**src/rtl/dgcc_mac.sv**
```systemverilog
module dgcc_mac #(
    parameter int COORD_WIDTH = 32,
    parameter int INDEX_WIDTH = 16
) (
    input  logic                   clk,
    input  logic                   rst_n,
    input  logic                   start,
    input  logic [COORD_WIDTH-1:0] base,
    input  logic [INDEX_WIDTH-1:0] n1,
    input  logic [INDEX_WIDTH-1:0] n2,
    input  logic [COORD_WIDTH-1:0] m1,
    input  logic [COORD_WIDTH-1:0] m2,
    output logic                   done,
    output logic [COORD_WIDTH-1:0] acc
);

    localparam int CW    = COORD_WIDTH;
    localparam int IW    = INDEX_WIDTH;
    localparam int CNT_W = $clog2(IW);

    localparam logic [CNT_W-1:0] LAST = CNT_W'(IW - 1);

    logic             busy_reg;
    logic             done_reg;
    logic [CNT_W-1:0] cnt_reg;

    logic [IW-1:0]    n1_reg;
    logic [IW-1:0]    n2_reg;
    logic [CW-1:0]    m1_reg;
    logic [CW-1:0]    m2_reg;
    logic [CW-1:0]    acc_reg;

    logic [CW-1:0]    sum;
    logic [CW-1:0]    acc_next;

    // Partial products of the current index bit; the top bit weighs negative
    assign sum      = (n1_reg[0] ? m1_reg : '0) + (n2_reg[0] ? m2_reg : '0);
    assign acc_next = (cnt_reg == LAST) ? (acc_reg - sum) : (acc_reg + sum);

    always_ff @(posedge clk or negedge rst_n)
    begin
        if (!rst_n)
        begin
            busy_reg <= 1'b0;
            done_reg <= 1'b0;
            cnt_reg  <= '0;
        end
        else
        begin
            done_reg <= busy_reg && (cnt_reg == LAST);
            if (start)
            begin
                busy_reg <= 1'b1;
                cnt_reg  <= '0;
            end
            else if (busy_reg)
            begin
                cnt_reg <= cnt_reg + 1'b1;
                if (cnt_reg == LAST)
                    busy_reg <= 1'b0;
            end
        end
    end

    // Shift index bits out, multiplicands up, accumulate
    always_ff @(posedge clk)
    begin
        if (start)
        begin
            n1_reg  <= n1;
            n2_reg  <= n2;
            m1_reg  <= m1;
            m2_reg  <= m2;
            acc_reg <= base;
        end
        else if (busy_reg)
        begin
            n1_reg  <= n1_reg >> 1;
            n2_reg  <= n2_reg >> 1;
            m1_reg  <= m1_reg << 1;
            m2_reg  <= m2_reg << 1;
            acc_reg <= acc_next;
        end
    end

    assign done = done_reg;
    assign acc  = acc_reg;

endmodule

```
**config.mk**
```make
export PLATFORM = sky130hd
export DESIGN_NAME = dgcc_mac
export DESIGN_NICKNAME = d
export VERILOG_FILES = /design/src/rtl/dgcc_mac.sv
export SDC_FILE = /design/constraint.sdc
export NUM_CORES = 1
export LEC_CHECK = 0
export ABC_AREA = 1
export BUFFER_PORTS_ARGS = -buffer_cell sky130_fd_sc_hd__buf_2
export CAP_MARGIN = 10
export CORE_MARGIN = 2
export CORE_UTILIZATION = 35
export CTS_CLUSTER_SIZE = 20
export DETAILED_ROUTE_END_ITERATION = 7
export GPL_TIMING_DRIVEN = 0
export PLACE_DENSITY = 0.59
export SLEW_MARGIN = 15
export SYNTH_ARGS = -nofsm -noshare
export SYNTH_HDL_FRONTEND = slang
export SYNTH_SLANG_ARGS = --single-unit
```
**constraint.sdc**
```tcl
create_clock -name clk -period 13 [get_ports clk]
set_clock_uncertainty 0.15 [all_clocks]
set_input_delay 0 -clock clk [delete_from_list [all_inputs] [get_ports clk]]
set_output_delay 0 -clock clk [all_outputs]
set_load 0.1 [all_outputs]
```
After elaboration in Yosys (flattened, before gate mapping)
Cells that the tools add are included.

Add/subtract/negate cells: 4. Multiply operators: 0. Div/mod/pow operators: 0. Order comparisons: 0. Equality and inequality tests: 1. Shift operators: 0. Muxes and demuxes: 18. Bitwise gates (word level): 0. Reductions and logical operators: 2.

Operators with widths (count): two-way mux 32 bit (9); adder 32 bit (2); two-way mux 16 bit (4); subtractor 32 bit (1); two-way mux 4 bit (2); adder 4 x 1 -> 4 bit, second input constant (1); equality test 4 bit, second input constant (1); two-way mux 1 bit (3); nonzero test 2 bit (1); logical AND 1 bit (1).

Register bits: 134. Latch bits: 0. RAM bits: 0. Memory bits (read-only): 0. Input bits: 131. Output and inout bits: 33. Logic and storage cells: 33. Memories kept: 0.

Depth between registers and ports, before layout
Gate-level depths: netlist of run 1.

Word-level depth: 6. Depth in mapped cells: 36. Gate-level depth less buffers: 34.

Worst setup path after synthesis of run 1
OpenSTA, ideal clock, no wires.

Kind: reg2reg. Start point: reg n2_reg[0]. End point: reg acc_reg[22] (netlist: acc[22]), data pin. Data arrival time: 4.153 ns. Data required time: 12.596 ns. Path slack: 8.443 ns. Stages on the path, launching flop included: 30. Buffers on the path: 1. Clock period less this slack: 4.557 ns. Cells stage by stage: edfxtp_1 -> clkbuf_1 -> nand2_1 -> inv_1 -> ha_1 -> fa_1 -> nor2_1 -> nor2_1 -> nor2_1 -> nand3_1 -> nor2_1 -> nand3_1 -> nor2_1 -> nand3_1 -> nand2_1 -> o21ai_0 -> xor2_1 -> inv_1 -> ha_1 -> a21oi_1 -> inv_1 -> a31oi_1 -> nand2_1 -> a21oi_1 -> inv_1 -> a21oi_1 -> o21ai_0 -> or2_2 -> nand3_1 -> nand2_1.

Cells in the longest elaborated chain, start to end: 6.

Ends and longest elaborated chain: start, declared (RTL line 28) `logic [IW-1:0] n2_reg;`; start signal, assigned (RTL line 71) `n2_reg <= n2;`; start signal, assigned (RTL line 79) `n2_reg <= n2_reg >> 1;`; two-way mux 32 bit * (RTL line 37) `assign sum = (n1_reg[0] ? m1_reg : '0) + (n2_reg[0] ? m2_reg : '0);`; adder 32 bit * (RTL line 37); adder 32 bit or subtractor 32 bit (tied branches) (RTL line 38) `assign acc_next = (cnt_reg == LAST) ? (acc_reg - sum) : (acc_reg + sum);`; two-way mux 32 bit * (RTL line 38); two-way mux 32 bit * (RTL line 76) `else if (busy_reg)`; two-way mux 32 bit * (RTL line 68) `if (start)`; end signal, assigned (RTL line 74) `acc_reg <= base;`; end signal, assigned (RTL line 82) `acc_reg <= acc_next;`; end, declared (RTL line 31) `logic [CW-1:0] acc_reg;`.

Every way passes the cells marked *; elsewhere a longest branch is shown, timed or not. The select of a mux whose other input is x is not followed. A chain may end at the register's enable or synchronous reset.

Worst setup path after layout of run 1
Ends and elaborated chain as after synthesis.

==> impl_metrics.toml, run 1 <==
[run_status]
status = "completed"

[logic_synthesis]
yosys-top-cells-count = "nand2_1 (761), inv_1 (278), edfxtp_1 (128), nor2_1 (101), nand3_1 (76)"
yosys_warnings = 0
synth_top_area_cell = "edfxtp_1"
synth_edf_count = 128
synth-seq-cells = 134
synth.area.top_cells = "edfxtp_1 (34%), nand2_1 (25%), inv_1 (9.2%)"
synthMostInstantiatedCell = "nand2_1"
syn_nets = 1920
syn-mean-instance-area_um2 = 6.589
synth_top_area_share_pct = 33.85
synth_area_um2 = 11350
ys_async_sr_fraction_pct = 4.478
synth_seq_area_share_pct = 35.18
syn_inst = 1723
ys_types = 46
synth_ff_type = "edfxtp_1"

[power_and_ir_drop]
swShare_pct = 47.67
power.share.clock_pct = 22.1
p_per_area_nw_per_um2 = 154.5
sequentialPowerShare_pct = 27.2
vdd_ir_drop_max_mv = 0.1468
combPwrFrac_pct = 50.7
power.leakage_nw = 8.197
p_int_mw = 1.182
switchingPower_mw = 1.077

[final_layout]
fill_cells = 3285
layout.nets = 2233
drive_gt1_share_pct = 12.49
area_delta_synth_final_pct = 28.80
fin_cells = 2451
num_antenna_cells = 0

[floorplanning]
dieArea_um2 = 33890
core.rowCount = 65
die_h_um = 184.1
core_um2 = 31720
io_pins = 164
initial_core_util_pct = 35.79
die_w_um = 184.1

[clock_tree]
cts_tree = "done"
cts-htree-levels = 4
clockBufferDepth = 2
cts_sinks = 134
cts_resized = 0
cts_root_buf = "clkbuf_16"
cts_made_buffers = 17
insertion_delay_ns = 0.44
clkTransAtPathRegs_ns = 0.07

[placement]
dpl.hpwl_um = 26800
dp.cells = 2289
numPortBuffers = 162
gp_congestion = 0.8836

[critical_path]
critPathArrivalTime_ns = 5.95
r2r_cells = 29
worstPathRequired_ns = 13.04
crit_slowest_cell = "edfxtp_1"
reg2reg_slack_ns = 7.09
r2r-end = "acc[22]$_DFFE_PP_"
cp_max_fo = 10
timing.rr.start = "n2_reg[0]$_DFFE_PP_"
cp_slowest_stage_delay_ns = 0.60
criticalPathCategory = "flip-flop to flip-flop"
startpoint_type = "flip-flop"
crit_path_end_kind = "flip-flop"

[worst_hold_path]
worstHoldPathCells = 4
hold_start = "m1[27]"
min_to = "m1_reg[27]$_DFFE_PP_"
hp-class = "input port to flip-flop"

[global_routing]
grt_usage_pct = 20.92
grt_start_max_net_pins = 60
overflow = 0
grt_pass1_wl_um = 55720
first_global_vias = 11300
grt_antenna_before_repair = 0

[timing]
max_freq_ghz = 0.1692
finalSetupViolations = 0
slew_headroom_pct = 20.64
rsz0062_at_grt = "no"
period_share_pct = 45.46
layout_min_cycle_time_ns = 5.910
fin_tns_setup_ns = 0
hold_violations = 0
max_slew.worst_pin.slew_ns = 1.190
drv_slew = 0

[detailed_routing]
drt_wl_total_um = 34090
dr.pass1.iters = 7
drt_first_iter_violations = 667
vias = 11390
wl_per_cell_um = 13.91
drc = 0
ant_nets = 0
viasPerCell = 4.645

[flow_run]
drv_cap = 0
## placed cells by master, fill, tap and decap left out, drive strengths merged, types with 13 or more instances in the layout
master       netlist  routed
nand2            774     774
inv              283     288
buf                6     170
dlygate4sd3        0     130
edfxtp           128     128
nor2             112     112
nand3             81      81
ha                64      64
a21oi             61      61
clkbuf            32      52
o21ai             43      43
xor2              27      27
nand4             17      17
or2               17      17
nor3              13      13
## cell type report
class,instances,area (um2),share of cell area (%)
multi-input combinational,1267,6150,42.06
sequential,134,3994,27.31
timing repair buffer,294,2167,14.82
inverter,284,1066,7.290
tap,402,503.0,3.440
clock buffer,20,446.7,3.055
buffer,38,151.4,1.035
clock inverter,12,145.1,0.9926
## stage by stage
| stage | hold WS, ns | worst slack, ns | util [%] | power, mW | cell area [um2] |
|---|---|---|---|---|---|
| global placement | -0.3189 | 6.608 | 39.94 | 1.731 | 12670 |
| CTS | 0.1863 | 7.157 | 46.10 | 2.269 | 14620 |
| detailed placement | -0.3198 | 7.177 | 40.13 | 1.735 | 12730 |
| global route | 0.2034 | 6.517 | 46.10 | 2.419 | 14620 |
| finish | 0.2115 | 7.090 | 46.10 | 2.259 | 14620 |
| floorplan | -0.4456 | 8.443 | - | 1.483 | 11350 |
## worst max path at each step
stage                        start                   to
3_5_place_dp   n2_reg[0]$_DFFE_PP_    acc[22]$_DFFE_PP_
3_3_place_gp                 start  m2_reg[4]$_DFFE_PP_
6_report       n2_reg[0]$_DFFE_PP_    acc[22]$_DFFE_PP_
4_1_cts        n2_reg[0]$_DFFE_PP_    acc[22]$_DFFE_PP_
5_1_grt        n2_reg[0]$_DFFE_PP_    acc[22]$_DFFE_PP_
2_1_floorplan  n2_reg[0]$_DFFE_PP_    acc[22]$_DFFE_PP_
## layer usage
| metal | routed length [um] | part of all wire (%) | vias to the layer above | GRT usage (%) |
|---|---|---|---|---|
| met5 | 0 | 0 | - | 0 |
| met4 | 638 | 1.9 | 0 | 5.760 |
| li1 | - | - | 6017 | - |
| met1 | 16480 | 48 | 5078 | 27.23 |
| met3 | 1377 | 4.0 | 36 | 3.240 |
| met2 | 15600 | 46 | 254 | 36.03 |
## kinds of logic after synthesis
logic type	Yosys count	synth area share, %
and+or+nand+nor	1030	37.14
buffers and inverters	322	10.72
AOI/OAI and AO/OA	134	6.568
DFF	134	35.18
adders and majority gates	66	7.406
xor gates and xnor gates	37	2.987
## timing repair
action,4_1_cts,5_1_grt
hold buffers,130,0
hold endpoints to repair,134,0
buffers inserted,0,0
## power by group through the flow
stage               combinational, mW  sequential [mW]  clock, mW
finish                           1.15            0.614      0.499
global route                     1.27            0.621      0.525
CTS                              1.15            0.616      0.508
detailed placement               1.11            0.624          0
global placement                 1.11            0.624          0
floorplan                       0.568            0.915          0
## critical path, delay by kind of cell (launching register included)
kind,cells,cell delay (ns)
AND/OR/NAND/NOR,13,1.55
adder cells (fa/ha/maj),3,1.08
AO/OA/AOI/OAI,6,1.28
buffers and inverters,6,0.85
XOR/XNOR,1,0.16
flip-flops,1,0.60
No activity file was read; power rests on OpenSTA's default activity.
==> run 2, diff against run 1 <==
--- a/config.mk
+++ b/config.mk
@@ -13,7 +13,7 @@
 export CTS_CLUSTER_SIZE = 20
 export DETAILED_ROUTE_END_ITERATION = 7
 export GPL_TIMING_DRIVEN = 0
-export PLACE_DENSITY = 0.59
+export PLACE_DENSITY = 0.61
 export SLEW_MARGIN = 15
 export SYNTH_ARGS = -nofsm -noshare
 export SYNTH_HDL_FRONTEND = slang
==> constraint.sdc (replaced) <==
create_clock -name clk -period 4.7 [get_ports clk]
set_clock_uncertainty 0.15 [all_clocks]
set_input_delay 0 -clock clk [delete_from_list [all_inputs] [get_ports clk]]
set_output_delay 0 -clock clk [all_outputs]
set_load 0.1 [all_outputs]
==> run 2 against run 1 <==
  * The run now ends with negative setup slack left
  * Utilization grew 8.1 points
  * Global-route usage grew 1.3 points
  * Maximum frequency grew 21%
  * Sequential share of layout area shrank 4.1 points
  * Via count grew 6.1%
  * Clock power grew to 2.9 times the previous value
  * Clock-buffer cell count shrank 3
  * Total power grew to 3.3 times the previous value
  * Flip-flop and latch count is the same
  * Cell count grew 3.6%
  * First-iteration DRC count shrank 4.0%
  * Critical path type unchanged
  * Largest cell class unchanged
  * Highest routed layer unchanged
==> impl_metrics.toml, run 2 (same netlist as run 1, synthesis figures left out) <==
[critical_path]
worstPathRequired_ns = 4.76
criticalPathCategory = "flip-flop to flip-flop"
crit_path_end_kind = "flip-flop"
r2r_cells = 27
critPathArrivalTime_ns = 4.95
startpoint_type = "flip-flop"
cp_max_fo = 6

[placement]
post_dp_cell_area_um2 = 12730
numPortBuffers = 162
dpl.hpwl_um = 26790
gp_congestion = 0.8797

[clock_tree]
cts_made_buffers = 17
cts_root_buf = "clkbuf_16"
insertion_delay_ns = 0.46
cts_tree = "done"
cts-htree-levels = 4
clkTransAtPathRegs_ns = 0.07
cts_sinks = 134
clockBufferDepth = 2

[floorplanning]
die_w_um = 184.1
initial_core_util_pct = 35.79
die_h_um = 184.1
io_pins = 164
dieArea_um2 = 33890
core.rowCount = 65
core_um2 = 31720

[timing]
hold_violations = 0
rsz0062_at_grt = "yes"
max_freq_ghz = 0.2043
slew_headroom_pct = 29.54
fin_tns_setup_ns = -1.358
layout_min_cycle_time_ns = 4.895
max_slew.worst_pin.slew_ns = 1.057
drv_slew = 0
period_share_pct = 104.1
setup_ws_ns = -0.1950
finalSetupViolations = 12

[final_layout]
final_cell_area_um2 = 17180
final_common_cell = "nand2_1"
num_antenna_cells = 0
area_delta_synth_final_pct = 51.32
layout.nets = 2321
drive_gt1_share_pct = 30.37
final_cell_mix = "nand2_1 (682), inv_1 (242), buf_2 (163)"

[global_routing]
grt_use_met3_pct = 3.478
grt_antenna_before_repair = 0
grtUsageMet1_pct = 29.02
gr-usage-met2_pct = 37.93
first_global_vias = 11730
grt.busiest_layer = "met2"
grt_start_max_net_pins = 60
grt_usage_pct = 22.19
grt_pass1_wl_um = 58650
overflow = 0

[detailed_routing]
vias = 12080
wl_per_cell_um = 14.86
dr.pass1.iters = 5
viasPerCell = 4.759
drc = 0
drt_wl_total_um = 37730
ant_nets = 0
drt_first_iter_violations = 640

[run_status]
status = "finished with violations"
violations = "negative setup slack"

[worst_hold_path]
hp-class = "input port to flip-flop"
worstHoldPathCells = 4

[power_and_ir_drop]
p_per_area_nw_per_um2 = 439.4
vdd_ir_drop_max_mv = 0.3027
power.leakage_nw = 8.909

[flow_run]
drv_cap = 0
run 2: cell count changes in the layout (fill, tap and decap cells not counted), moves of 28 or more:
| cell | delta |
|---|---|
| ha_1 | -42 |
| nor2_1 | -47 |
| nand2_1 | -78 |
| inv_1 | -36 |
| inv_2 | +34 |
| a21oi_1 | -28 |
| nand2_2 | +55 |
| ha_4 | +39 |
| buf_4 | +82 |
run 2: per-stage QoR:
| stage | hold slack [ns] | util [%] | cells | setup slack (ns) | power (mW) |
|---|---|---|---|---|---|
| after floorplan | -0.4456 | - | 1723 | 0.1430 | 4.102 |
| final | 0.1908 | 54.17 | 2539 | -0.1950 | 7.550 |
| after global placement | -0.3206 | 39.94 | 2287 | -1.603 | 4.783 |
| after CTS | 0.1694 | 50.11 | 2503 | -0.2156 | 6.827 |
| after global routing | 0.1947 | 54.17 | 2539 | -0.4754 | 7.953 |
| after detailed placement | -0.3177 | 40.13 | 2289 | -1.004 | 4.802 |
run 2: power breakdown:
group / leakage (nW) / switching, mW / total, mW / internal, mW
sequential: 1.48 / 0.167 / 1.72 / 1.56
clock: 0.290 / 0.628 / 1.43 / 0.804
combinational: 7.14 / 2.84 / 4.39 / 1.55
run 2: layout make-up:
type,instances,area (um2)
clock inverters,15,185.2
flip-flops and latches,134,3994
multi-input cells,1267,7954
clock buffers,17,425.4
fillers,3081,14540
repair buffers,384,2882
plain buffers,36,166.4
inverters,284,1071
well taps,402,503.0
run 2: final timing paths:
path	from	to	slack (ns)
worst max-delay path	n2_reg[0]$_DFFE_PP_	acc[25]$_DFFE_PP_	-0.20
worst min-delay path	n1[15]	n1_reg[15]$_SDFFCE_PN0P_	0.19
worst max register to register	n2_reg[0]$_DFFE_PP_	acc[25]$_DFFE_PP_	-0.20
worst min register to register	n2_reg[10]$_DFFE_PP_	n2_reg[9]$_DFFE_PP_	0.36
max in group asynchronous	rst_n	cnt_reg[2]$_DFFE_PN0P_	3.84
min in group asynchronous	rst_n	done$_DFF_PN0_	0.34
run 2: worst max-delay path: stages, from the launching register on:
cell and delay [ns]:
edfxtp_1 0.52, clkbuf_8 0.21, nand2_4 0.06, inv_4 0.04
ha_4 0.16, fa_2 0.46, nor2_4 0.14, nor2_4 0.06
nor2_2 0.09, nand3_1 0.09, nor2_2 0.16, nand3_2 0.14
nor2_4 0.13, nand3_4 0.10, nor2_4 0.19, nand2_1 0.11
nand2_1 0.11, xor2_2 0.18, ha_2 0.35, nand2_1 0.10
nor2_1 0.05, inv_1 0.11, o21a_1 0.19, nand3_2 0.15
a21o_1 0.22, or2_4 0.25, nand3_2 0.06, nand2_2 0.05
run 2: repair_timing:
action / CTS / global route
endpoints found under the hold margin: 134 / 0
pin swaps: 60 / 74
resized for setup: 199 / 259
buffers inserted: 53 / 37
hold buffers: 130 / 0
setup endpoints to repair: 22 / 21
run 2: routing by layer:
layer  vias to the layer above  routed length, um
met1                      5557              17400
met3                        50               1680
li1                       6197                  -
met4                         0                828
met2                       278              17820
met5                         -                  0
