--- config.mk ---
export PLATFORM = sky130hd
export DESIGN_NAME = dgcc_div
export DESIGN_NICKNAME = d
export VERILOG_FILES = /design/src/rtl/dgcc_div.sv
export SDC_FILE = /design/constraint.sdc
export NUM_CORES = 1
export LEC_CHECK = 0
export BUFFER_PORTS_ARGS = -buffer_cell sky130_fd_sc_hd__buf_2
export CORE_MARGIN = 1.5
export CORE_UTILIZATION = 63
export CTS_BUF_LIST = sky130_fd_sc_hd__clkbuf_8
export CTS_CLUSTER_SIZE = 30
export DETAILED_ROUTE_END_ITERATION = 12
export GPL_TIMING_DRIVEN = 1
export HOLD_SLACK_MARGIN = 0.08
export PLACE_DENSITY = 0.83
export SLEW_MARGIN = 15
export SYNTH_ARGS = -nofsm -noshare
export SYNTH_HDL_FRONTEND = slang
export SYNTH_SLANG_ARGS = --single-unit
--- constraint.sdc ---
create_clock -name clk -period 6.5 [get_ports clk]
set_clock_uncertainty 0.2 [all_clocks]
set_input_delay 0.975 -clock clk [delete_from_list [all_inputs] [get_ports clk]]
set_output_delay 0.975 -clock clk [all_outputs]
set_load 0.01 [all_outputs]
--- src/rtl/dgcc_div.sv ---
module dgcc_div #(
    parameter int COORD_WIDTH = 32,
    parameter int INDEX_WIDTH = 16
) (
    input  logic                   clk,
    input  logic                   rst_n,
    input  logic                   start,
    input  logic [COORD_WIDTH:0]   num,
    input  logic [COORD_WIDTH:0]   den,
    output logic                   done,
    output logic [INDEX_WIDTH-1:0] idx
);

    localparam int CW    = COORD_WIDTH;
    localparam int IW    = INDEX_WIDTH;
    localparam int RW    = CW + 2;
    localparam int DW    = CW + 2 + IW;
    localparam int CNT_W = $clog2(IW);

    localparam logic [CNT_W-1:0] LAST = CNT_W'(IW - 1);

    localparam logic [IW-1:0] IDX_MIN = {1'b1, {(IW-1){1'b0}}};
    localparam logic [IW-1:0] IDX_MAX = {1'b0, {(IW-1){1'b1}}};

    localparam logic [2:0] P_IDLE = 3'd0;
    localparam logic [2:0] P_PREP = 3'd1;
    localparam logic [2:0] P_OVF  = 3'd2;
    localparam logic [2:0] P_STEP = 3'd3;
    localparam logic [2:0] P_FIN  = 3'd4;

    logic [2:0]       phase_reg;
    logic [2:0]       phase_next;
    logic [CNT_W-1:0] cnt_reg;
    logic             done_reg;

    logic [CW:0]      an_reg;
    logic [CW:0]      ad_reg;
    logic             neg_reg;
    logic             zero_reg;
    logic [RW-1:0]    rem_reg;
    logic [DW-1:0]    dsh_reg;
    logic [IW-1:0]    quo_reg;
    logic             ovf_reg;
    logic [IW-1:0]    idx_reg;

    logic             ge;
    logic [IW-1:0]    idx_next;

    // Compare remainder against the shifted divisor
    assign ge = ({{IW{1'b0}}, rem_reg} >= dsh_reg);

    // Saturate the rounded magnitude and apply the sign
    always_comb
    begin
        if (zero_reg)
        begin
            idx_next = '0;
        end
        else if (neg_reg)
        begin
            if (ovf_reg || (quo_reg[IW-1] && (|quo_reg[IW-2:0])))
                idx_next = IDX_MIN;
            else
                idx_next = ~quo_reg + 1'b1;
        end
        else
        begin
            if (ovf_reg || quo_reg[IW-1])
                idx_next = IDX_MAX;
            else
                idx_next = quo_reg;
        end
    end

    // Sequence the division
    always_comb
    begin
        case (phase_reg)
            P_IDLE:  phase_next = start ? P_PREP : P_IDLE;
            P_PREP:  phase_next = P_OVF;
            P_OVF:   phase_next = P_STEP;
            P_STEP:  phase_next = (cnt_reg == '0) ? P_FIN : P_STEP;
            P_FIN:   phase_next = P_IDLE;
            default: phase_next = P_IDLE;
        endcase
    end

    always_ff @(posedge clk or negedge rst_n)
    begin
        if (!rst_n)
        begin
            phase_reg <= P_IDLE;
            cnt_reg   <= '0;
            done_reg  <= 1'b0;
        end
        else
        begin
            phase_reg <= phase_next;
            done_reg  <= (phase_reg == P_FIN);
            if (phase_reg == P_OVF)
                cnt_reg <= LAST;
            else if (phase_reg == P_STEP)
                cnt_reg <= cnt_reg - 1'b1;
        end
    end

    // Datapath: magnitudes, one quotient bit per cycle
    always_ff @(posedge clk)
    begin
        case (phase_reg)
            P_IDLE:
            begin
                if (start)
                begin
                    an_reg   <= num[CW] ? (~num + 1'b1) : num;
                    ad_reg   <= den[CW] ? (~den + 1'b1) : den;
                    neg_reg  <= num[CW] ^ den[CW];
                    zero_reg <= (den == '0);
                end
            end
            P_PREP:
            begin
                // 2|n| + |d| over 2|d|, divisor aligned above the quotient range
                rem_reg <= {an_reg, 1'b0} + RW'(ad_reg);
                dsh_reg <= {ad_reg, 1'b0, {IW{1'b0}}};
            end
            P_OVF:
            begin
                ovf_reg <= ge;
                quo_reg <= '0;
                dsh_reg <= dsh_reg >> 1;
            end
            P_STEP:
            begin
                if (ge)
                    rem_reg <= rem_reg - dsh_reg[RW-1:0];
                quo_reg <= {quo_reg[IW-2:0], ge};
                dsh_reg <= dsh_reg >> 1;
            end
            P_FIN:
            begin
                idx_reg <= idx_next;
            end
            default:
            begin
            end
        endcase
    end

    assign done = done_reg;
    assign idx  = idx_reg;

endmodule

# Yosys cells after proc, flatten, opt, wreduce, memory -nomap -nowiden
# Index checks and enable logic that the tools add are counted.
[totals]
ff_bits = 193
wordCells = 57
[classes]
add_sub_neg = 6
magnitude_cmp = 1
n_eq_ne = 5
n_mux = 14
bitwise = 4
n_reduce_logical = 13
[ops]
columns = ["operator", "n"]
rows = [
  ["50-bit one-hot mux with 2 select lines", 1],
  ["34-bit one-hot mux with 2 select lines", 1],
  ["33-bit by 1-bit adder with 33-bit output (second input constant)", 2],
  ["33-bit NOT", 2],
  ["32-bit 2-to-1 mux", 2],
  ["34-bit by 50-bit >= comparator with 1-bit output", 1],
  ["16-bit 2-to-1 mux", 3],
  ["34-bit by 33-bit adder with 34-bit output", 1],
  ["34-bit 2-to-1 mux", 1],
  ["34-bit subtractor", 1],
  ["33-bit logical NOT", 1],
  ["16-bit one-hot mux with 2 select lines", 1],
  ["16-bit by 1-bit adder with 16-bit output (second input constant)", 1],
  ["16-bit NOT", 1],
  ["15-bit OR reduction", 1],
  ["3-bit one-hot mux with 4 select lines", 1],
  ["4-bit 2-to-1 mux", 2],
  ["3-bit by 2-bit == test with 1-bit output (second input constant)", 2],
  ["2-bit nonzero test", 3],
  ["4-bit logical NOT", 1],
  ["2-bit AND reduction", 2],
  ["4-bit by 1-bit subtractor with 4-bit output (second input constant)", 1],
  ["3-bit by 1-bit == test with 1-bit output (second input constant)", 1],
  ["3-bit == test (second input constant)", 1],
  ["other kinds (8)", 9],
]

# Depth between registers and ports, before layout
# Gate-level depths: netlist (run 1).
[logic_depth]
ltp_word = 5
mapped_depth = 13

# Worst setup path after synthesis (run 1)
# OpenSTA, ideal clock, no wires.
[synth_path]
kind = "flip-flop to flip-flop"
startpoint = "register dsh_reg[0]"
endpoint = "register rem_reg[0], enable pin"
setup_ps = 446
arrival_ps = 4380
required_time_ps = 5854
slack_ps = 1474
stages_incl_launch_ff = 13
n_path_buf = 0
period_less_slack_ps = 5026
cell_sequence = "edfxtp_1 > ha_1 > fa_1 > nor2b_1 > o31a_1 > o21ai_0 > nand2b_1 > a31oi_1 > o21ai_0 > a21oi_1 > a21boi_0 > o21bai_1 > a31oi_1"
[synth_via]
elab_chain_cells = 3
[synth_lines]
columns = ["item", "line", "source"]
rows = [
  ["start, declared", "41", "logic [DW-1:0] dsh_reg;"],
  ["start signal, assigned", "125", "dsh_reg <= {ad_reg, 1'b0, {IW{1'b0}}};"],
  ["start signal, assigned", "131", "dsh_reg <= dsh_reg >> 1;"],
  ["start signal, assigned", "138", "dsh_reg <= dsh_reg >> 1;"],
  ["34-bit by 50-bit >= comparator with 1-bit output", "50", "assign ge = ({{IW{1'b0}}, rem_reg} >= dsh_reg);"],
  ["2-bit != test (no source line)", "n/a", ""],
  ["2-bit AND reduction (no source line)", "n/a", ""],
  ["end signal, assigned", "124", "rem_reg <= {an_reg, 1'b0} + RW'(ad_reg);"],
  ["end signal, assigned", "136", "rem_reg <= rem_reg - dsh_reg[RW-1:0];"],
  ["end, declared", "40", "logic [RW-1:0] rem_reg;"],
]
# No other way between the ends.
# A chain may end at the register's enable or synchronous reset.

# Worst setup path in the final report (run 1)
[layout_path]
startpoint = "register dsh_reg[0]"
endpoint = "register rem_reg[1], enable pin"
# The elaborated chain is that of the path after synthesis.

==> metrics.txt, run 1 <==
result of the run=completed; Worst Hold Class=input pin to async pin; area of the die=around 20,000 um^2; pin count of the biggest net entering global routing=70; via count=a little over 9,000; R2R Path End=rem_reg[1]; Worst Reg2Reg Path Length in Cells=13; global-route wire length before repair=~41,000 um; number of synthesized flops with an enable pin=185; Reg power frac=40.2%; master cell of the clock root buffer=sky130_fd_sc_hd__clkbuf_8; Layout Cells excl Fill=between 1,500 and 2,000; level count of the clock H-tree=4; max reg flops=50; unrepaired setup endpoints after global routing=false; total gr overflow=0; hold buffers post-CTS=0; type of element capturing the critical path=flop; clock-pin transition on the worst setup and hold timing paths=roughly 100 ps; Initial Utilization=~64%; cell area after synthesis=roughly 12,000 um^2; part of the total power dissipated in the clock network=roughly 16%; nets=roughly 1,400; static leakage=5.184 nW; Peak Freq=~230 MHz; Gate power share=44.3%; min Tclk post-route=approximately 4400 ps; Rel. slew slack=between 30 and 40%; Chip Width=141.1 um; Setup crit start kind=flop; sequential share of the synthesized area=47.91%; antenna violations before repair=0; Clk Latency, worst-skew pair=approximately 480 ps; Stages on worst setup path=13; most repeated library cell on the critical path=sky130_fd_sc_hd__o21ai_0; data required time of the critical path=6490 ps; number of input and output port buffers inserted=85; share of post-route cells with drive strength above 1=around an eighth; areal power density over the cells=~370 nW/um^2; reported max-cap violation count=0; final total negative setup slack=0 ps; number of register bits inferred by synthesis=193; largest voltage drop on the vdd net=about 0.24 mV; overall power=roughly 5 mW; share of flip-flops with an asynchronous set or reset=4.145%; crit path max fanout=20; Slew Viols, Final=0; crit share post-route=between 60 and 70%; DP Cell Count=1,490; post-detailed-routing wire length=between 20,000 and 30,000 um; number of placement rows=50; Net Sw Power=about 1.9 mW; initial drt markers=710; Post-Syn Nets=1,340; detail-routed net length per standard cell=~17 um; Antenna Diode Count=0; main area contributors after synthesis=sky130_fd_sc_hd__edfxtp_1, sky130_fd_sc_hd__ha_1, sky130_fd_sc_hd__xnor2_1, sky130_fd_sc_hd__nand2_1, sky130_fd_sc_hd__o21ai_0; critical-path cell list=ha_1 -> fa_1 -> nor2b_1 -> o31a_1 -> o21ai_0 -> nand2b_1 -> a31oi_1 -> o21ai_0 -> a21oi_1 -> a21boi_0 -> o21bai_1 -> a31oi_4 -> buf_8; critical path buffer and inverter count=1; core region area=roughly 19,000 um^2; count of antenna-violating nets left after detailed routing=0; Avg Inst Size Synth=approximately 10 um^2; most common library cell in the layout ignoring fill and taps=sky130_fd_sc_hd__edfxtp_1; hold slack=between 100 and 150 ps; count of mapped cells out of synthesis=around 1,200; gpl congestion=approximately 0.95; commonest cells after routing, fill and taps aside=sky130_fd_sc_hd__edfxtp_1, sky130_fd_sc_hd__nand2_1, sky130_fd_sc_hd__o21ai_0; Max Root-Sink Buffers=2; last element of the critical path=rem_reg[1]; Arr. time, crit path=approximately 4400 ps; DP HPWL=around 19,000 um; vias in the first global route=8,475; TritonCTS clock tree=built; number of different library cells in the post-synthesis netlist=between 60 and 70; Ys Warns=0; First-pass DRT Iterations=5; largest area contributor in the netlist=sky130_fd_sc_hd__edfxtp_1; Ports=86; via density per instance=between 6 and 7; number of clock buffers inserted by TritonCTS=17; switching share of power=between 30% and 40%; CP Class=flop to flop; Syn-to-layout area delta=9.020%; Max stage delay on crit path=approximately 660 ps; Hold Fails Final Rpt=0; worst slew pin tran=~900 ps; prevailing post-synth register cell=sky130_fd_sc_hd__edfxtp_1; Critical R2R Launch=dsh_reg[0]; post-synth top area share=between 40 and 50%; source of the critical timing path=dsh_reg[0]; Setup Buffers After CTS=0; Critical-path top delay cell=sky130_fd_sc_hd__a31oi_4; overall track demand over capacity in global routing=about a quarter; Clock Sink Count=between 150 and 200; Placed Instance Area=12,690 um^2; register-to-register setup slack=a little over 2000 ps; Pint=2.947 mW; Die Height=~140 um; area of all placed cells without fillers=approximately 13,000 um^2; number of design rule violations left after detail routing=0; kind of cell adding the most delay to the critical path=compound AO/OA/AOI/OAI gates; final setup vio count=0; total of cells resized after clock tree synthesis=0
-- cell usage after synthesis, types with 3 or more instances --
master / count
sky130_fd_sc_hd__a2111oi_0: 4
sky130_fd_sc_hd__a211oi_1: 21
sky130_fd_sc_hd__a21o_1: 26
sky130_fd_sc_hd__a21oi_1: 82
sky130_fd_sc_hd__a221oi_1: 7
sky130_fd_sc_hd__a31o_2: 3
sky130_fd_sc_hd__a31oi_1: 9
sky130_fd_sc_hd__and2_1: 5
sky130_fd_sc_hd__and3_1: 20
sky130_fd_sc_hd__buf_1: 4
sky130_fd_sc_hd__clkbuf_1: 32
sky130_fd_sc_hd__dfrtp_1: 8
sky130_fd_sc_hd__edfxtp_1: 185
sky130_fd_sc_hd__ha_1: 71
sky130_fd_sc_hd__inv_1: 66
sky130_fd_sc_hd__nand2_1: 150
sky130_fd_sc_hd__nand2b_1: 12
sky130_fd_sc_hd__nand3_1: 15
sky130_fd_sc_hd__nand4_1: 9
sky130_fd_sc_hd__nor2_1: 93
sky130_fd_sc_hd__nor2b_1: 5
sky130_fd_sc_hd__nor3_1: 16
sky130_fd_sc_hd__nor3b_1: 9
sky130_fd_sc_hd__nor4_1: 10
sky130_fd_sc_hd__o21a_1: 10
sky130_fd_sc_hd__o21ai_0: 100
sky130_fd_sc_hd__o21bai_1: 10
sky130_fd_sc_hd__o31ai_1: 15
sky130_fd_sc_hd__o41ai_1: 8
sky130_fd_sc_hd__or2_2: 6
sky130_fd_sc_hd__or3_1: 11
sky130_fd_sc_hd__or4_1: 12
sky130_fd_sc_hd__or4_4: 4
sky130_fd_sc_hd__xnor2_1: 89
sky130_fd_sc_hd__xor2_1: 29
-- per-stage QoR --
stage                     utilization (%)  setup WS (ps)
after floorplan                         -           1474
after global placement              67.87           1897
after detailed placement            67.87           1834
after CTS                           69.93           1791
after global routing                70.01           1773
final                               70.01           2065
-- cell families (layout without fill, tap and decap cells) --
family                     after synthesis  count (layout)  synth area share [%]
muxes                                    2               2                0.1771
adders and majority gates               73              73                 7.728
DFF                                    193             193                 47.91
buffers and inverters                  102             193                 3.187
xor gates and xnor gates               118             118                 8.603
AOI/OAI and AO/OA                      320             320                 16.61
and+or+nand+nor                        390             390                 15.78
-- layer usage --
metal	wire [um]	GRT usage (%)	vias up
li1	-	-	4557
met1	11550	36.89	4273
met2	11410	40.56	331
met3	1573	4.484	43
met4	635	9.485	0
met5	0	0	-
-- worst min path at each step --
stage,startpoint,end,slack (ps)
after floorplan,cnt_reg[0],cnt_reg[0],260
after global placement,cnt_reg[0],cnt_reg[0],290
after detailed placement,cnt_reg[0],cnt_reg[0],300
after CTS,rst_n,done,100
after global routing,rst_n,cnt_reg[3],90
final,rst_n,done,120
-- power groups by stage --
stage,logic (mW),registers (mW),clock network (mW)
floorplan,1.66,1.93,0
global placement,2.05,1.97,0
detailed placement,2.12,1.99,0
CTS,2.14,1.96,0.762
global route,2.42,1.99,0.814
finish,2.16,1.96,0.755
-- final cells by class --
type,instances,area [um^2]
fill,1418,5609
inverter,66,247.7
multi-input combinational,903,5906
timing repair buffer,95,508.0
sequential,193,5756
tap,234,292.8
clock inverter,15,152.6
clock buffer,17,234.0
Note: power is estimated with default switching activity, not from simulation.
==> inputs of run 2 (changes only) <==
clock period = 4.6 ns   (was 6.5 ns; I/O delays follow)
==> run 2 against run 1 <==
- die area unchanged
- total power grew 42%
- combinational power up 43%
- sequential power up 41%
- global-route usage up 1.2 points
- count of clock-buffer cells in the layout unchanged
- worst hold slack better by 78 ps
- final area rose by 0.17%
- maximum frequency is 9.4% higher
- sequential share of layout area decreased by 0.075 points
- largest power group unchanged
==> metrics.txt, run 2 (synthesis results as in run 1) <==
area of the die=19,910 um^2 (unchanged); core region area=18,710 um^2 (unchanged); static leakage=5.196 nW (was 5.184 nW); share of post-route cells with drive strength above 1=11.86% (was 11.87%); data required time of the critical path=4570 ps (was 6490 ps); Net Sw Power=2.760 mW (was 1.930 mW); via count=9,272 (was 9,204); TritonCTS clock tree=built (unchanged); vias in the first global route=8,671 (was 8,475); Worst Hold Class=input pin to flop (was input pin to async pin); global-route wire length before repair=42,640 um (was 40,850 um); initial drt markers=785 (was 710); pin count of the biggest net entering global routing=68 (was 70); Chip Width=141.1 um (unchanged); crit share post-route=88.09% (was 68.23%); worst slew pin tran=997.1 ps (was 897.3 ps); Max stage delay on crit path=490 ps (was 660 ps); master cell of the clock root buffer=sky130_fd_sc_hd__clkbuf_8 (unchanged); Pint=4.182 mW (was 2.947 mW); number of input and output port buffers inserted=85 (unchanged); gpl congestion=0.9045 (was 0.9512); areal power density over the cells=529.2 nW/um^2 (was 372.4 nW/um^2); overall track demand over capacity in global routing=27.23% (was 26.03%); overall power=6.942 mW (was 4.877 mW); Layout Cells excl Fill=1,524 (was 1,523); DP Cell Count=1,491 (was 1,490); area of all placed cells without fillers=13,120 um^2 (was 13,100 um^2); number of clock buffers inserted by TritonCTS=17 (unchanged); via density per instance=6.084 (was 6.043); detail-routed net length per standard cell=17.07 um (was 16.52 um); flip-flop and latch area=5756 um^2 (unchanged); critical-path cell list=ha_1 -> fa_1 -> nor2b_1 -> o31a_1 -> o21ai_0 -> nand2b_1 -> a31oi_1 -> o21ai_0 -> a21oi_1 -> a21boi_0 -> o21bai_1 -> a31oi_4 -> buf_12 (was ha_1 -> fa_1 -> nor2b_1 -> o31a_1 -> o21ai_0 -> nand2b_1 -> a31oi_1 -> o21ai_0 -> a21oi_1 -> a21boi_0 -> o21bai_1 -> a31oi_4 -> buf_8); Rel. slew slack=33.53% (was 39.96%); Gate power share=44.4% (was 44.3%); switching share of power=39.76% (was 39.57%); count of antenna-violating nets left after detailed routing=0 (unchanged); Placed Instance Area=12,710 um^2 (was 12,690 um^2); nets=1,419 (was 1,418); detailed-routing wirelength on met1=11,720 um (was 11,550 um); result of the run=completed (unchanged); reported max-cap violation count=0 (unchanged); final setup vio count=0 (unchanged); number of placement rows=50 (unchanged); uppermost layer routed=met4 (unchanged); number of design rule violations left after detail routing=0 (unchanged); Layout fillers=1,417 (was 1,418); most repeated library cell on the critical path=sky130_fd_sc_hd__o21ai_0 (unchanged); Met2 Routed Length=12,330 um (was 11,410 um); Antenna Diode Count=0 (unchanged); type of element capturing the critical path=flop (unchanged); Peak Freq=246.8 MHz (was 225.5 MHz); DP HPWL=19,540 um (was 18,820 um); total gr overflow=0 (unchanged); Max Root-Sink Buffers=2 (unchanged); Hold Fails Final Rpt=0 (unchanged); min Tclk post-route=4052 ps (was 4435 ps); First-pass DRT Iterations=5 (unchanged); area of the multi-input gates=5906 um^2 (unchanged); Initial Utilization=64.22% (unchanged); Ports=86 (unchanged); Reg power frac=39.9% (was 40.2%); max reg flops=50 (unchanged); level count of the clock H-tree=4 (unchanged); antenna violations before repair=0 (unchanged); Syn-to-layout area delta=9.207% (was 9.020%); Clk Latency, worst-skew pair=490 ps (was 480 ps); Setup Buffers After CTS=0 (unchanged); clock-pin transition on the worst setup and hold timing paths=100 ps (about the same); Arr. time, crit path=4020 ps (was 4430 ps); CP Class=flop to flop (unchanged); largest voltage drop on the vdd net=0.2681 mV (was 0.2421 mV); Setup crit start kind=flop (unchanged); part of the total power dissipated in the clock network=15.7% (was 15.5%); Clock Sink Count=193 (unchanged); Slew Viols, Final=0 (unchanged); Die Height=141.1 um (unchanged); commonest cells after routing, fill and taps aside=sky130_fd_sc_hd__edfxtp_1, sky130_fd_sc_hd__nand2_1, sky130_fd_sc_hd__o21ai_0 (unchanged); crit path max fanout=34 (was 20); Critical-path top delay cell=sky130_fd_sc_hd__o21ai_0 (was sky130_fd_sc_hd__a31oi_4); final total negative setup slack=0 ps (unchanged); unrepaired setup endpoints after global routing=false (unchanged); most common library cell in the layout ignoring fill and taps=sky130_fd_sc_hd__edfxtp_1 (unchanged); routed length on met3=1549 um (was 1573 um); post-detailed-routing wire length=26,020 um (was 25,170 um)
## run 2: cell count changes in the layout (fill, tap and decap cells not counted), sizes merged
cell | previous run | this run
clkinvlp | 3 | 1
dlygate4sd3 | 0 | 1
clkinv | 5 | 7
## run 2: final timing paths
| kind | slack [ps] | depth (start not counted) | startpoint | end |
|---|---|---|---|---|
| setup / recovery | 550 | 13 | dsh_reg[0] | rem_reg[18] |
| min in group asynchronous | 360 | 2 | rst_n | cnt_reg[3] |
| max in group asynchronous | 3670 | 2 | rst_n | cnt_reg[0] |
| hold reg to reg | 300 | 1 | cnt_reg[0] | cnt_reg[0] |
| hold / removal | 200 | 1 | num[0] | an_reg[0] |
| setup reg to reg | 550 | 13 | dsh_reg[0] | rem_reg[18] |
## run 2: layout make-up
cell class | instances | area share, %
Sequential cell | 193 | 43.87
Inverter | 66 | 1.888
Clock inverter | 15 | 1.221
Tap cell | 234 | 2.232
Multi-Input combinational cell | 903 | 45.02
Clock buffer | 17 | 1.784
Timing Repair Buffer | 96 | 3.987
## run 2: power groups by stage
stage	registers, mW	clock network [mW]	logic (mW)
after floorplan	2.73	0	2.35
after global placement	2.79	0	2.94
after detailed placement	2.80	0	3.04
after CTS	2.76	1.11	3.06
after global routing	2.81	1.17	3.45
final	2.77	1.09	3.08
## run 2: worst max-delay path, delay by kind of cell, from the launching register on
kind / cells / cell delay [ps]
buf+inv: 1 / 250
simple gates: 2 / 360
flops: 1 / 380
compound gates: 8 / 1930
fa+ha+maj: 2 / 620
## run 2: per-layer routing
layer  global-route usage [%]  vias up
met4                    8.279        0
met1                    37.55     4338
met5                        0        -
met2                    43.94      342
met3                    5.231       37
li1                         -     4555
## run 2: per-stage QoR
step                worst slack, ps  utilization (%)  hold slack, ps
floorplan                     384.0                -           194.4
global placement              268.4            67.97           288.8
detailed placement            131.5            67.97           292.8
CTS                           581.0            70.13           168.6
global route                  247.9            70.13           167.6
finish                        548.0            70.13           195.1
## run 2: what timing repair did
action                                 4_1_cts  5_1_grt
resized for setup                            0        0
hold buffers                                 1        0
endpoints found under the hold margin        8        0
